<file path="src/hw/rtl/tgq_pkg.sv">
// Tilt gesture qualifier: shared types, constants and helper functions.
// Used by every module of the block; depends on nothing.
`timescale 1ns / 1ps

package tgq_pkg;

    localparam int TIME_WIDTH_DEF = 32;
    localparam int CFG_DATA_W     = 32;
    localparam int CFG_INDEX_W    = 3;

    localparam logic [CFG_INDEX_W-1:0] REG_OFFSET_X       = 3'd0;
    localparam logic [CFG_INDEX_W-1:0] REG_OFFSET_Y       = 3'd1;
    localparam logic [CFG_INDEX_W-1:0] REG_TILT_THRESHOLD = 3'd2;
    localparam logic [CFG_INDEX_W-1:0] REG_HOLD_COUNT     = 3'd3;
    localparam logic [CFG_INDEX_W-1:0] REG_REPEAT_LR_US   = 3'd4;
    localparam logic [CFG_INDEX_W-1:0] REG_REPEAT_UD_US   = 3'd5;

    localparam logic [14:0] TILT_THRESHOLD_RST = 15'd500;
    localparam logic [7:0]  HOLD_COUNT_RST     = 8'd10;
    localparam logic [31:0] REPEAT_LR_US_RST   = 32'd250000;
    localparam logic [31:0] REPEAT_UD_US_RST   = 32'd1000000;

    localparam logic [1:0] GEST_LEFT  = 2'd0;
    localparam logic [1:0] GEST_RIGHT = 2'd1;
    localparam logic [1:0] GEST_BACK  = 2'd2;
    localparam logic [1:0] GEST_ENTER = 2'd3;

    localparam logic [2:0] LAST_NONE = 3'd0;

    localparam logic [1:0] WAIT_NONE  = 2'd0;
    localparam logic [1:0] WAIT_ENTER = 2'd1;
    localparam logic [1:0] WAIT_BACK  = 2'd2;

    typedef struct packed {
        logic signed [15:0] offset_x;
        logic signed [15:0] offset_y;
        logic [14:0]        tilt_threshold;
        logic [7:0]         hold_count;
        logic [31:0]        repeat_lr_us;
        logic [31:0]        repeat_ud_us;
    } tgq_cfg_t;

    typedef struct packed {
        logic [7:0] flat_count;
        logic [7:0] down_count;
        logic [7:0] up_count;
        logic [7:0] right_count;
        logic [7:0] left_count;
        logic [2:0] last_gesture;
        logic [1:0] release_wait;
    } tgq_state_t;

    // Saturating persistence counter step: zero when the condition drops.
    function automatic logic [7:0] bump(input logic [7:0] c, input logic cond);
        logic [7:0] r;
        if (!cond)
        begin
            r = 8'd0;
        end
        else if (c == 8'hFF)
        begin
            r = c;
        end
        else
        begin
            r = c + 8'd1;
        end
        return r;
    endfunction

    function automatic logic [2:0] last_code(input logic [1:0] g);
        return {1'b0, g} + 3'd1;
    endfunction

endpackage

</file>
<file path="src/hw/rtl/tgq_cfg.sv">
// Tilt gesture qualifier: configuration register file.
// Depends on tgq_pkg.
`timescale 1ns / 1ps

module tgq_cfg
    import tgq_pkg::*;
(
    input  logic                   clk,
    input  logic                   rst_n,
    input  logic                   cfg_write_en,
    input  logic [CFG_INDEX_W-1:0] cfg_index,
    input  logic [CFG_DATA_W-1:0]  cfg_data,
    output tgq_cfg_t               cfg
);

    tgq_cfg_t cfg_reg;
    tgq_cfg_t cfg_next;

    always_comb
    begin
        cfg_next = cfg_reg;
        if (cfg_write_en)
        begin
            unique case (cfg_index)
                REG_OFFSET_X:       cfg_next.offset_x       = cfg_data[15:0];
                REG_OFFSET_Y:       cfg_next.offset_y       = cfg_data[15:0];
                REG_TILT_THRESHOLD: cfg_next.tilt_threshold = cfg_data[14:0];
                REG_HOLD_COUNT:     cfg_next.hold_count     = cfg_data[7:0];
                REG_REPEAT_LR_US:   cfg_next.repeat_lr_us   = cfg_data[31:0];
                REG_REPEAT_UD_US:   cfg_next.repeat_ud_us   = cfg_data[31:0];
                default:            cfg_next = cfg_reg;
            endcase
        end
    end

    always_ff @(posedge clk or negedge rst_n)
    begin
        if (!rst_n)
        begin
            cfg_reg.offset_x       <= '0;
            cfg_reg.offset_y       <= '0;
            cfg_reg.tilt_threshold <= TILT_THRESHOLD_RST;
            cfg_reg.hold_count     <= HOLD_COUNT_RST;
            cfg_reg.repeat_lr_us   <= REPEAT_LR_US_RST;
            cfg_reg.repeat_ud_us   <= REPEAT_UD_US_RST;
        end
        else
        begin
            cfg_reg <= cfg_next;
        end
    end

    assign cfg = cfg_reg;

endmodule

</file>
<file path="src/hw/rtl/tgq_step.sv">
// Tilt gesture qualifier: one-sample next-state and gesture decision logic.
// Depends on tgq_pkg.
`timescale 1ns / 1ps

module tgq_step
    import tgq_pkg::*;
#(
    parameter int TIME_WIDTH = TIME_WIDTH_DEF
)
(
    input  tgq_cfg_t               cfg,
    input  tgq_state_t             st,
    input  logic [TIME_WIDTH-1:0]  last_time,
    input  logic signed [15:0]     raw_x,
    input  logic signed [15:0]     raw_y,
    input  logic [TIME_WIDTH-1:0]  time_us,
    input  logic                   enter_button,
    input  logic                   back_button,
    output tgq_state_t             st_next,
    output logic [TIME_WIDTH-1:0]  last_time_next,
    output logic                   emit,
    output logic [1:0]             gesture
);

    localparam int CMP_W = (TIME_WIDTH > 32) ? TIME_WIDTH : 32;

    logic signed [16:0] ax;
    logic signed [16:0] ay;
    logic signed [16:0] thr_pos;
    logic signed [16:0] thr_neg;
    logic [7:0] flat_c, down_c, up_c, right_c, left_c;
    logic [2:0] last_eff;
    logic [TIME_WIDTH-1:0] last_time_eff;
    logic [TIME_WIDTH-1:0] elapsed;
    logic lr_due, ud_due;
    logic ok_right, ok_left, ok_down, ok_up;

    assign ax      = {raw_x[15], raw_x} - {cfg.offset_x[15], cfg.offset_x};
    assign ay      = {raw_y[15], raw_y} - {cfg.offset_y[15], cfg.offset_y};
    assign thr_pos = {2'b00, cfg.tilt_threshold};
    assign thr_neg = -thr_pos;

    assign flat_c  = bump(st.flat_count,
                          (ax < thr_pos) && (ax > thr_neg) && (ay < thr_pos) && (ay > thr_neg));
    assign down_c  = bump(st.down_count,  ax > thr_pos);
    assign up_c    = bump(st.up_count,    ax < thr_neg);
    assign right_c = bump(st.right_count, ay > thr_pos);
    assign left_c  = bump(st.left_count,  ay < thr_neg);

    // A held flat position forgets the previous gesture.
    always_comb
    begin
        if (flat_c > cfg.hold_count)
        begin
            last_eff      = LAST_NONE;
            last_time_eff = '0;
        end
        else
        begin
            last_eff      = st.last_gesture;
            last_time_eff = last_time;
        end
    end

    assign elapsed = time_us - last_time_eff;
    assign lr_due  = CMP_W'(elapsed) > CMP_W'(cfg.repeat_lr_us);
    assign ud_due  = CMP_W'(elapsed) > CMP_W'(cfg.repeat_ud_us);

    assign ok_right = (right_c > cfg.hold_count) && ((last_eff == LAST_NONE) ||
                      ((last_eff == last_code(GEST_RIGHT)) && lr_due));
    assign ok_left  = (left_c > cfg.hold_count) && ((last_eff == LAST_NONE) ||
                      ((last_eff == last_code(GEST_LEFT)) && lr_due));
    assign ok_down  = (down_c > cfg.hold_count) && ((last_eff == LAST_NONE) ||
                      ((last_eff == last_code(GEST_ENTER)) && ud_due));
    assign ok_up    = (up_c > cfg.hold_count) && ((last_eff == LAST_NONE) ||
                      ((last_eff == last_code(GEST_BACK)) && ud_due));

    always_comb
    begin
        st_next        = st;
        last_time_next = last_time;
        emit           = 1'b0;
        gesture        = GEST_LEFT;
        if ((st.release_wait == WAIT_ENTER) || (st.release_wait == WAIT_BACK))
        begin
            if (!((st.release_wait == WAIT_ENTER) ? enter_button : back_button))
            begin
                emit                 = 1'b1;
                gesture              = (st.release_wait == WAIT_ENTER) ? GEST_ENTER : GEST_BACK;
                st_next.release_wait = WAIT_NONE;
                st_next.flat_count   = '0;
                st_next.down_count   = '0;
                st_next.up_count     = '0;
                st_next.right_count  = '0;
                st_next.left_count   = '0;
            end
        end
        else if (enter_button)
        begin
            st_next.release_wait = WAIT_ENTER;
        end
        else if (back_button)
        begin
            st_next.release_wait = WAIT_BACK;
        end
        else
        begin
            st_next.release_wait = WAIT_NONE;
            st_next.flat_count   = flat_c;
            st_next.down_count   = down_c;
            st_next.up_count     = up_c;
            st_next.right_count  = right_c;
            st_next.left_count   = left_c;
            st_next.last_gesture = last_eff;
            last_time_next       = last_time_eff;
            emit = ok_right || ok_left || ok_down || ok_up;
            priority if (ok_right)
            begin
                gesture = GEST_RIGHT;
            end
            else if (ok_left)
            begin
                gesture = GEST_LEFT;
            end
            else if (ok_down)
            begin
                gesture = GEST_ENTER;
            end
            else
            begin
                gesture = GEST_BACK;
            end
            if (emit)
            begin
                st_next.last_gesture = last_code(gesture);
                last_time_next       = time_us;
                st_next.flat_count   = '0;
                st_next.down_count   = '0;
                st_next.up_count     = '0;
                st_next.right_count  = '0;
                st_next.left_count   = '0;
            end
        end
    end

endmodule

</file>
<file path="src/hw/rtl/tilt_gesture_qualifier.sv">
// Tilt gesture qualifier top level: input register, state, result register.
// Depends on tgq_pkg, tgq_cfg and tgq_step.
// Flow: a sample is registered in the input register on acceptance and decided into
// the result register once that is empty or being read; a gesture it yields is offered on out_valid.
// Throughput: one sample per cycle unless a result stalls; decision logic is combinational.
// Reset (rst_n low, asynchronous): counters, previous gesture and button wait
// clear, configuration registers return to their defaults, both handshakes go empty.
`timescale 1ns / 1ps

module tilt_gesture_qualifier
    import tgq_pkg::*;
#(
    parameter int TIME_WIDTH = TIME_WIDTH_DEF
)
(
    input  logic                   clk,
    input  logic                   rst_n,
    input  logic                   cfg_write_en,
    input  logic [CFG_INDEX_W-1:0] cfg_index,
    input  logic [CFG_DATA_W-1:0]  cfg_data,
    input  logic                   in_valid,
    output logic                   in_ready,
    input  logic signed [15:0]     raw_x,
    input  logic signed [15:0]     raw_y,
    input  logic [TIME_WIDTH-1:0]  time_us,
    input  logic                   enter_button,
    input  logic                   back_button,
    output logic                   out_valid,
    input  logic                   out_ready,
    output logic [1:0]             gesture
);

    tgq_cfg_t cfg;

    logic                  in_valid_reg;
    logic signed [15:0]    x_reg;
    logic signed [15:0]    y_reg;
    logic [TIME_WIDTH-1:0] time_reg;
    logic                  enter_reg;
    logic                  back_reg;

    tgq_state_t            st_reg;
    tgq_state_t            st_next;
    logic [TIME_WIDTH-1:0] last_time_reg;
    logic [TIME_WIDTH-1:0] last_time_next;

    logic                  out_valid_reg;
    logic                  out_valid_next;
    logic [1:0]            gesture_reg;

    logic                  step_emit;
    logic [1:0]            step_gesture;
    logic                  advance;
    logic                  accept;

    tgq_cfg u_cfg (
        .clk          (clk),
        .rst_n        (rst_n),
        .cfg_write_en (cfg_write_en),
        .cfg_index    (cfg_index),
        .cfg_data     (cfg_data),
        .cfg          (cfg)
    );

    tgq_step #(
        .TIME_WIDTH (TIME_WIDTH)
    ) u_step (
        .cfg            (cfg),
        .st             (st_reg),
        .last_time      (last_time_reg),
        .raw_x          (x_reg),
        .raw_y          (y_reg),
        .time_us        (time_reg),
        .enter_button   (enter_reg),
        .back_button    (back_reg),
        .st_next        (st_next),
        .last_time_next (last_time_next),
        .emit           (step_emit),
        .gesture        (step_gesture)
    );

    assign advance  = in_valid_reg && (!out_valid_reg || out_ready);
    assign in_ready = !in_valid_reg || advance;
    assign accept   = in_valid && in_ready;

    always_comb
    begin
        if (advance)
        begin
            out_valid_next = step_emit;
        end
        else if (out_ready)
        begin
            out_valid_next = 1'b0;
        end
        else
        begin
            out_valid_next = out_valid_reg;
        end
    end

    always_ff @(posedge clk or negedge rst_n)
    begin
        if (!rst_n)
        begin
            in_valid_reg  <= 1'b0;
            out_valid_reg <= 1'b0;
            st_reg        <= '0;
            last_time_reg <= '0;
        end
        else
        begin
            in_valid_reg  <= accept || (in_valid_reg && !advance);
            out_valid_reg <= out_valid_next;
            if (advance)
            begin
                st_reg        <= st_next;
                last_time_reg <= last_time_next;
            end
        end
    end

    always_ff @(posedge clk)
    begin
        if (accept)
        begin
            x_reg     <= raw_x;
            y_reg     <= raw_y;
            time_reg  <= time_us;
            enter_reg <= enter_button;
            back_reg  <= back_button;
        end
        if (advance && step_emit)
        begin
            gesture_reg <= step_gesture;
        end
    end

    assign out_valid = out_valid_reg;
    assign gesture   = gesture_reg;

endmodule

</file>
<file path="config.mk">
export PLATFORM = sky130hd
export DESIGN_NAME = tilt_gesture_qualifier
export DESIGN_NICKNAME = d
export VERILOG_FILES = /design/src/hw/rtl/tgq_pkg.sv /design/src/hw/rtl/tgq_cfg.sv /design/src/hw/rtl/tgq_step.sv /design/src/hw/rtl/tilt_gesture_qualifier.sv
export SDC_FILE = /design/constraint.sdc
export NUM_CORES = 1
export LEC_CHECK = 0
export BUFFER_PORTS_ARGS = -buffer_cell sky130_fd_sc_hd__buf_2
export CAP_MARGIN = 5
export CORE_MARGIN = 1
export CORE_UTILIZATION = 60
export DETAILED_ROUTE_END_ITERATION = 6
export GPL_ROUTABILITY_DRIVEN = 0
export HOLD_SLACK_MARGIN = 0.03
export PLACE_DENSITY_LB_ADDON = 0.12
export SETUP_SLACK_MARGIN = 0.1
export SYNTH_ARGS = -nofsm -noshare
export SYNTH_HDL_FRONTEND = slang
export SYNTH_HIERARCHICAL = 1
export SYNTH_SLANG_ARGS = --single-unit
</file>
<file path="constraint.sdc">
create_clock -name clk -period 11.1 [get_ports clk]
set_input_delay 0.555 -clock clk [delete_from_list [all_inputs] [get_ports clk]]
set_output_delay 0.555 -clock clk [all_outputs]
set_load 0.01 [all_outputs]
</file>
==> results of run 1 <==
[critical path: cells and delay by family, from the launching register on]
| family | cells | cell delay, ns |
|---|---|---|
| fa+ha+maj | 7 | 1.95 |
| compound gates | 24 | 4.72 |
| mux | 1 | 0.26 |
| flops | 1 | 0.40 |
| buf+inv | 5 | 0.68 |
| simple gates | 14 | 2.40 |
| xor+xnor | 2 | 0.33 |
[layer usage]
layer	GRT usage	vias up
met2	0.488	528
li1	-	7370
met4	0.108	0
met1	0.368	7534
met5	0	-
met3	0.0489	124
[cells by family after synthesis]
logic type	count (synthesis)	synth area share
XOR/XNOR	76	0.0340
multiplexers	204	0.123
flip-flops	266	0.359
buffers and inverters	215	0.0471
AO/OA/AOI/OAI	432	0.157
adder cells (fa/ha/maj)	241	0.155
AND/OR/NAND/NOR	476	0.126
[cell usage after synthesis, types with 12 or more instances]
cell      count  area share
xor2_1       24       0.011
o21ai_0      54       0.014
dfrtp_1     176        0.22
clkbuf_1     26      0.0050
xnor2_1      52       0.023
a211oi_1     13      0.0050
ha_1        238        0.15
a21oi_1      98       0.025
a21o_1       42       0.016
nand2_1     117       0.022
and4_1       12      0.0054
nor2b_1      27      0.0086
o211ai_1     12      0.0046
mux2_4       30       0.023
nand3_1      50       0.013
nor2_1      102       0.020
a31oi_1      14      0.0045
nand2b_1     14      0.0045
mux2_2      161       0.093
nand4_1      44       0.014
inv_1       157       0.030
buf_2        17      0.0043
o21a_1       24      0.0092
and3_1       23      0.0073
a22o_1       71       0.032
nor3_1       28      0.0072
edfxtp_1     68        0.10
nor4_1       12      0.0038
dfstp_2      22       0.030
[power breakdown]
| group | switching [W] | total [W] | internal, W |
|---|---|---|---|
| Clock | 0.000425 | 0.00100 | 0.000578 |
| Combinational | 0.00182 | 0.00328 | 0.00145 |
| Sequential | 0.000156 | 0.00138 | 0.00123 |
| Total | 0.00240 | 0.00566 | 0.00326 |
[through the flow]
stage	TNS, ns	util	std cells	power [W]
floorplan	0	-	1910	0.00360
global placement	-13.16	0.649	2426	0.00421
detailed placement	-30.06	0.649	2426	0.00432
CTS	0	0.683	2483	0.00539
global route	-7.19	0.710	2518	0.00608
finish	0	0.710	2519	0.00566
[final timing paths]
check                         startpoint                 to  slack (ns)  depth (start not counted)
hold / removal               time_us[22]       time_reg[22]        0.13                          1
max in group asynchronous          rst_n  last_time_reg[12]        9.19                          3
setup reg to reg           u_cfg/cfg[87]   last_time_reg[0]        0.23                         53
setup / recovery           u_cfg/cfg[87]   last_time_reg[0]        0.23                         53
min in group asynchronous          rst_n      u_cfg/cfg[88]        0.58                          2
hold reg to reg            u_cfg/cfg[95]      u_cfg/cfg[95]        0.49                          1
[area by class of cell]
type                       count  area (µm²)  share of cell area
sequential                   266        7020               0.311
tap                          435         544              0.0241
antenna                        1        2.50            0.000111
inverter                     157         589              0.0261
timing repair buffer         175        1250              0.0554
clock inverter                12         115             0.00510
clock buffer                  44         886              0.0392
multi-input combinational   1429       12200               0.539
[timing repair]
item,CTS,global route
resized for setup,12,98
pin swaps,1,91
hold buffers,1,0
cloned,0,9
hold endpoints to repair,1,0
setup buffers,0,26
endpoints found under the setup margin,79,80
==> results.toml, run 1 <==
[final_layout]
final_nets = 2406
mostFrequentLayoutCells = "ha_1, dfrtp_1, mux2_2, inv_1, nand2_1"
largest_register_ff_count = 119
drive_gt1_frac = 0.255
final_common_cell = "ha_1"
fin_area_um2 = 22600
synthToLayoutAreaGrowth_pct = 15.3
fill_cells = 2373

[drt]
avgViaCountPerCell = 6.18
wl_met2_um = 23800
wl_met3_um = 2930
drt_iter0_drc = 1147
dr.pass1.iters = 5
drt-total-wl_um = 50400
avgRoutedWirePerCell_um = 20.0
wl_met1_um = 21700
num_vias = 15556
highest_layer = "met4"
postRouteAntennaNets = 0
drc = 0

[floorplanning]
rows = 65
die-area_um2 = 33400
initial_core_util = 0.616
die-width_um = 183
io_pins = 110
chipHeight_um = 183
core_um2 = 31800

[clocking]
htree_levels = 1
cts_buffer_depth = 3
cts_tree = "yes"
path_clk_slew_ns = 0.07
cts_made_buffers = 30
cts_num_sinks = 266
cts_root_buf = "clkbuf_16"
insertion_delay_ns = 0.60

[worst_setup_path]
max_stage_delay_ns = 0.46
end_kind = "flop"
criticalPathCategory = "flop to flop"
crit_slowest_cell = "nor4_4"
critPathLaunchType = "flop"
cp.arrival_ns = 11.35
crit_required_ns = 11.58
critPathMaxFanout = 8

[flow_run]
max_cap_violations = 0

[global_route]
grt_max_degree = 85
track_usage = 0.288
first_global_vias = 14999
grt_pass1_wl_um = 76500
antenna_found_initial = 3
grt_overflow_total = 0

[timing]
maxSlewViolCount = 0
setup_viol = 0
finalCritPeriodShare = 0.979
setup_ws_ns = 0.234
hold_viol_final = 0
whs_ns = 0.131
min_period_ns = 10.87
skew_ns = 0.0185
max_freq_mhz = 92.0
worst_pin_slew_ns = 1.23
slew_headroom = 0.180
rsz0062_at_grt = "yes"

[yosys]
netlist_area_um2 = 19600
synth_cells = 1910
synth_cell_types = 94
synth_edf_count = 68
synth-seq-area-share = 0.359
synth-seq-cells = 266
syn-num-nets = 2257
yosys_warnings = 6
synth_area_per_cell_um2 = 10.3
synthArstFlopShare = 0.744
ys.flop_type = "dfrtp_1"

[power_and_ir_drop]
peakVddDrop_mv = 0.168
p_leak_nw = 10.4
p_per_area_nw_per_um2 = 251

[hold_path]
hp-class = "input pin to flop"

[placement]
pre_cts_ws_ns = -0.544
port_buffers = 109
placed_cell_area_um2 = 20600
dp_hpwl_um = 34700

[run_status]
outcome = "finished, final reports clean"
Note: power is estimated with default switching activity, not from simulation.
==> run 2, diff against run 1 <==
--- a/config.mk
+++ b/config.mk
@@ -12,7 +12,7 @@
 export DETAILED_ROUTE_END_ITERATION = 6
 export GPL_ROUTABILITY_DRIVEN = 0
 export HOLD_SLACK_MARGIN = 0.03
-export PLACE_DENSITY_LB_ADDON = 0.12
+export PLACE_DENSITY = 0.78
 export SETUP_SLACK_MARGIN = 0.1
 export SYNTH_ARGS = -nofsm -noshare
 export SYNTH_HDL_FRONTEND = slang
==> run 2 against run 1 <==
  * Sequential share of layout area is 0.30 points higher
  * Fmax is 1.2% higher
  * Via count is 1.7% higher
  * Clock skew is 0.0037 ns lower
  * Worst setup slack better by 0.13 ns
  * Global-route usage is 0.074 points higher
  * Register-to-register slack better by 0.13 ns
  * Non-clock buffer count is 15 lower
  * Clock power is 8% higher
  * Core utilization is 0.68 points lower
  * Design area is 0.96% lower
  * Combinational power hardly changed
  * Critical endpoint is now last_time_reg[19]
  * Highest routed layer unchanged
==> results.toml, run 2 (synthesis results as in run 1) <==
[placement]
dp_hpwl_um = 35000
pre_cts_ws_ns = -0.475
placed_cell_area_um2 = 20600
port_buffers = 109

[power_and_ir_drop]
peakVddDrop_mv = 0.185
switching_share = 0.425
p_sw_w = 0.00243
intPower_w = 0.00329
combPwrFrac = 0.569
power_w = 0.00572
p_leak_nw = 10.3
p_per_area_nw_per_um2 = 256
pwr-share-clk = 0.189
seqPwrFrac = 0.242

[floorplanning]
initial_core_util = 0.616
rows = 65
die-width_um = 183
io_pins = 110
chipHeight_um = 183
core_um2 = 31800
die-area_um2 = 33400

[clocking]
cts_num_sinks = 266
cts_buffer_depth = 3
cts_made_buffers = 31
htree_levels = 1
cts_tree = "yes"
insertion_delay_ns = 0.60
path_clk_slew_ns = 0.06
cts_root_buf = "clkbuf_16"

[worst_setup_path]
max_stage_delay_ns = 0.42
end_kind = "flop"
timing.reg2reg.setup_slack_ns = 0.36
crit_required_ns = 11.57
crit_slowest_cell = "a221o_1"
worst_path_most_repeated_cell = "ha_1"
worstReg2RegEnd = "last_time_reg[19]"
r2r-start = "x_reg[2]"
critPathMaxFanout = 34
critPathLaunchType = "flop"
criticalPathCategory = "flop to flop"
cp.arrival_ns = 11.21
r2r_cells = 46

[flow_run]
max_cap_violations = 0

[final_layout]
largest_register_ff_count = 119
final_common_cell = "ha_1"
mostFrequentLayoutCells = "ha_1, dfrtp_1, mux2_2, inv_1, nand2_1"
final_nets = 2392
fin_area_um2 = 22400
synthToLayoutAreaGrowth_pct = 14.2
drive_gt1_frac = 0.249

[timing]
slew_headroom = 0.227
whs_ns = 0.128
hold_viol_final = 0
rsz0062_at_grt = "yes"
maxSlewViolCount = 0
finalCritPeriodShare = 0.967
setup_ws_ns = 0.365
min_period_ns = 10.74
max_freq_mhz = 93.1
worst_pin_slew_ns = 1.16
setup_viol = 0
skew_ns = 0.0149

[drt]
num_vias = 15813
avgRoutedWirePerCell_um = 19.9
drt-total-wl_um = 49800
postRouteAntennaNets = 0
dr.pass1.iters = 5
drc = 0
drt_iter0_drc = 1199
avgViaCountPerCell = 6.31

[global_route]
grt_max_degree = 84
grt_overflow_total = 0
track_usage = 0.289
antenna_found_initial = 0
grt_pass1_wl_um = 77500
first_global_vias = 15279

[hold_path]
min_from = "raw_y[6]"
hp-class = "input pin to flop"
worst_hold_path.endpoint = "y_reg[6]"
min_path_cells = 1

[run_status]
outcome = "finished, final reports clean"
==> run 2: cell types whose count changed in the layout (fill, tap and decap cells not counted), sizes merged <==
cell      delta
clkinv       -2
bufinv       +2
buf         -12
clkbuf       -7
clkinvlp     +6
==> run 2: worst max-delay path by stage <==
stage / depth (start not counted) / endpoint / slack, ns / from
after floorplan: 50 / gesture[0] / 0.95 / u_cfg/cfg[87]
after global placement: 52 / st_reg[39] / -0.07 / y_reg[0]
after detailed placement: 50 / st_reg[39] / -0.47 / u_cfg/cfg[87]
after CTS: 51 / st_reg[28] / 0.1 / u_cfg/cfg[87]
after global routing: 55 / st_reg[3] / -0.08 / y_reg[0]
final: 46 / last_time_reg[19] / 0.36 / x_reg[2]
==> run 2: critical path, delay by kind of cell, from the launching register on <==
family / cells / cell delay (ns)
simple gates: 10 / 1.82
fa+ha+maj: 6 / 1.77
mux: 1 / 0.26
buf+inv: 5 / 0.71
flops: 1 / 0.39
compound gates: 22 / 5.24
xor+xnor: 2 / 0.36
==> run 2: cell type report <==
cell class / count / area, µm²
multi-input cells: 1429 / 12100
repair buffers: 160 / 1050
fillers: 2337 / 9440
flip-flops and latches: 266 / 7020
well taps: 435 / 544
inverters: 157 / 589
clock inverters: 18 / 195
clock buffers: 40 / 902
diodes: 1 / 2.50
==> run 2: timing repair <==
item,CTS,global route
endpoints found under the hold margin,5,0
hold buffers,1,0
pin swaps,1,44
resized for setup,10,77
cloned,0,4
setup endpoints to repair,76,80
buffers inserted,1,15
==> run 2: metrics by stage <==
stage / setup TNS [ns] / util / instances
4_1_cts: 0 / 0.686 / 2486
3_3_place_gp: -0.203 / 0.648 / 2426
5_1_grt: -2.10 / 0.703 / 2505
3_5_place_dp: -17.30 / 0.648 / 2426
2_1_floorplan: 0 / - / 1910
6_report: 0 / 0.703 / 2506
==> run 2: power groups by stage <==
stage               combinational [W]  sequential (W)  clock [W]
floorplan                     0.00225         0.00135          0
finish                        0.00326         0.00138    0.00108
global route                  0.00358         0.00141    0.00113
detailed placement            0.00293         0.00139          0
CTS                           0.00302         0.00138    0.00110
global placement              0.00280         0.00138          0
==> run 2: metal layers <==
metal	up-vias	part of all wire	GRT usage
met1	7728	0.44	0.392
met2	620	0.47	0.474
met3	119	0.064	0.0371
met4	0	0.035	0.104
li1	7346	-	-
met5	-	0	0
==> run 3, diff against run 2 <==
--- a/config.mk
+++ b/config.mk
@@ -9,6 +9,7 @@
 export CAP_MARGIN = 5
 export CORE_MARGIN = 1
 export CORE_UTILIZATION = 60
+export CTS_BUF_LIST = sky130_fd_sc_hd__clkbuf_2 sky130_fd_sc_hd__clkbuf_4 sky130_fd_sc_hd__clkbuf_8
 export DETAILED_ROUTE_END_ITERATION = 6
 export GPL_ROUTABILITY_DRIVEN = 0
 export HOLD_SLACK_MARGIN = 0.03
==> run 3 against run 2 <==
  * Routed wire length barely moved
  * Fmax fell by 2.2%
  * Global-route usage rose by 0.21 points
  * Largest cell class unchanged
==> results.toml, run 3 (synthesis results as in run 1) <==
[run_status]
outcome = "finished, final reports clean"

[clocking]
htree_levels = 2
cts_buffer_depth = 3
cts_root_buf = "clkbuf_8"
cts_tree = "yes"
cts_made_buffers = 46
path_clk_slew_ns = 0.06
cts_num_sinks = 266
insertion_delay_ns = 0.63

[timing]
finalCritPeriodShare = 0.989
min_period_ns = 10.98
maxSlewViolCount = 0
hold_viol_final = 0
slew_headroom = 0.238
max_freq_mhz = 91.1
rsz0062_at_grt = "yes"
setup_viol = 0
skew_ns = 0.0419
worst_pin_slew_ns = 1.14

[floorplanning]
die-width_um = 183
initial_core_util = 0.616
rows = 65
chipHeight_um = 183
die-area_um2 = 33400
io_pins = 110
core_um2 = 31800

[placement]
placed_cell_area_um2 = 20600
dp_hpwl_um = 35000
port_buffers = 109

[worst_setup_path]
end_kind = "flop"
critPathLaunch = "u_cfg/cfg[87]"
max_stage_delay_ns = 0.48
cp.arrival_ns = 11.47
critPathLaunchType = "flop"
critPathMaxFanout = 6
worst_path_most_repeated_cell = "o21ai_2"
crit_required_ns = 11.59
crit_slowest_cell = "nor4_4"
r2r-start = "u_cfg/cfg[87]"
criticalPathCategory = "flop to flop"
r2r_cells = 50

[global_route]
first_global_vias = 15385
track_usage = 0.291
grt_overflow_total = 0
antenna_found_initial = 0
grt_max_degree = 84
grt_pass1_wl_um = 77500

[power_and_ir_drop]
p_per_area_nw_per_um2 = 253
power_w = 0.00566
peakVddDrop_mv = 0.174
p_leak_nw = 10.4

[drt]
drt_iter0_drc = 1147
avgViaCountPerCell = 6.26
postRouteAntennaNets = 0
wl_met3_um = 3220
wl_met1_um = 21800
highest_layer = "met4"
dr.pass1.iters = 5
drt-total-wl_um = 49800
wl_met2_um = 23100
avgRoutedWirePerCell_um = 19.6
drc = 0
num_vias = 15902

[final_layout]
fin_area_um2 = 22400
synthToLayoutAreaGrowth_pct = 14.2
final_common_cell = "ha_1"
drive_gt1_frac = 0.268
mostFrequentLayoutCells = "ha_1, dfrtp_1, mux2_2, inv_1, nand2_1"
antenna_cells = 0
final_nets = 2415
postLayoutCoreUtil = 0.703
largest_register_ff_count = 119

[hold_path]
hp-class = "input pin to flop"
min_from = "time_us[15]"
min_path_cells = 1

[flow_run]
max_cap_violations = 0
==> run 3: cell count changes in the layout (fill, tap and decap cells not counted), sizes merged <==
cell	delta
clkinvlp	-6
buf	+7
inv	+1
diode	-1
clkinv	+2
bufinv	-1
clkbuf	+33
==> run 3: worst paths after layout <==
kind                                      to  slack [ns]
min                             time_reg[15]         0.1
max reg2reg                last_time_reg[30]        0.12
max                        last_time_reg[30]        0.12
min reg2reg                    u_cfg/cfg[56]        0.49
max in group asynchronous          out_valid        8.60
min in group asynchronous     u_cfg/cfg[104]        0.56
==> run 3: report_power, final <==
part / internal, W / total, W / switching, W
registers: 0.00123 / 0.00138 / 0.000155
logic: 0.00145 / 0.00331 / 0.00186
clock network: 0.000544 / 0.000971 / 0.000427
==> run 3: repair_timing <==
action	in CTS	in global routing
pin swaps	2	63
hold endpoints to repair	69	0
setup endpoints to repair	77	80
gates resized for setup	8	89
hold buffers	1	0
buffers inserted	0	24
gates cloned	0	4
==> run 3: worst max-delay path, delay by kind of cell, from the launching register on <==
family / cells / cell delay (ns)
AND/OR/NAND/NOR: 15 / 2.71
flip-flops: 1 / 0.38
XOR/XNOR: 1 / 0.19
AO/OA/AOI/OAI: 23 / 4.86
buffers and inverters: 3 / 0.44
adder cells (fa/ha/maj): 7 / 1.98
multiplexers: 1 / 0.26
==> run 3: metal layers <==
layer / up-vias / GRT usage
met5: - / 0
met4: 0 / 0.125
met3: 126 / 0.0431
met2: 590 / 0.470
met1: 7777 / 0.390
li1: 7409 / -
==> run 3: area by class of cell <==
class                           count  area (µm²)
Timing Repair Buffer              168        1100
Inverter                          157         589
Tap cell                          435         544
Fill cell                        2341        9440
Multi-Input combinational cell   1429       12100
Sequential cell                   266        7020
Clock inverter                     14         138
Clock buffer                       72         860
==> run 3: per-stage QoR <==
stage	std cells	setup TNS, ns	worst slack [ns]	hold slack (ns)
after global placement	2426	-0.203	-0.0680	0.470
final	2541	0	0.119	0.0967
after floorplan	1910	0	0.952	0.259
after detailed placement	2426	-17.30	-0.475	0.479
after global routing	2541	-6.78	-0.190	0.0692
after CTS	2513	0	0.0375	0.0486
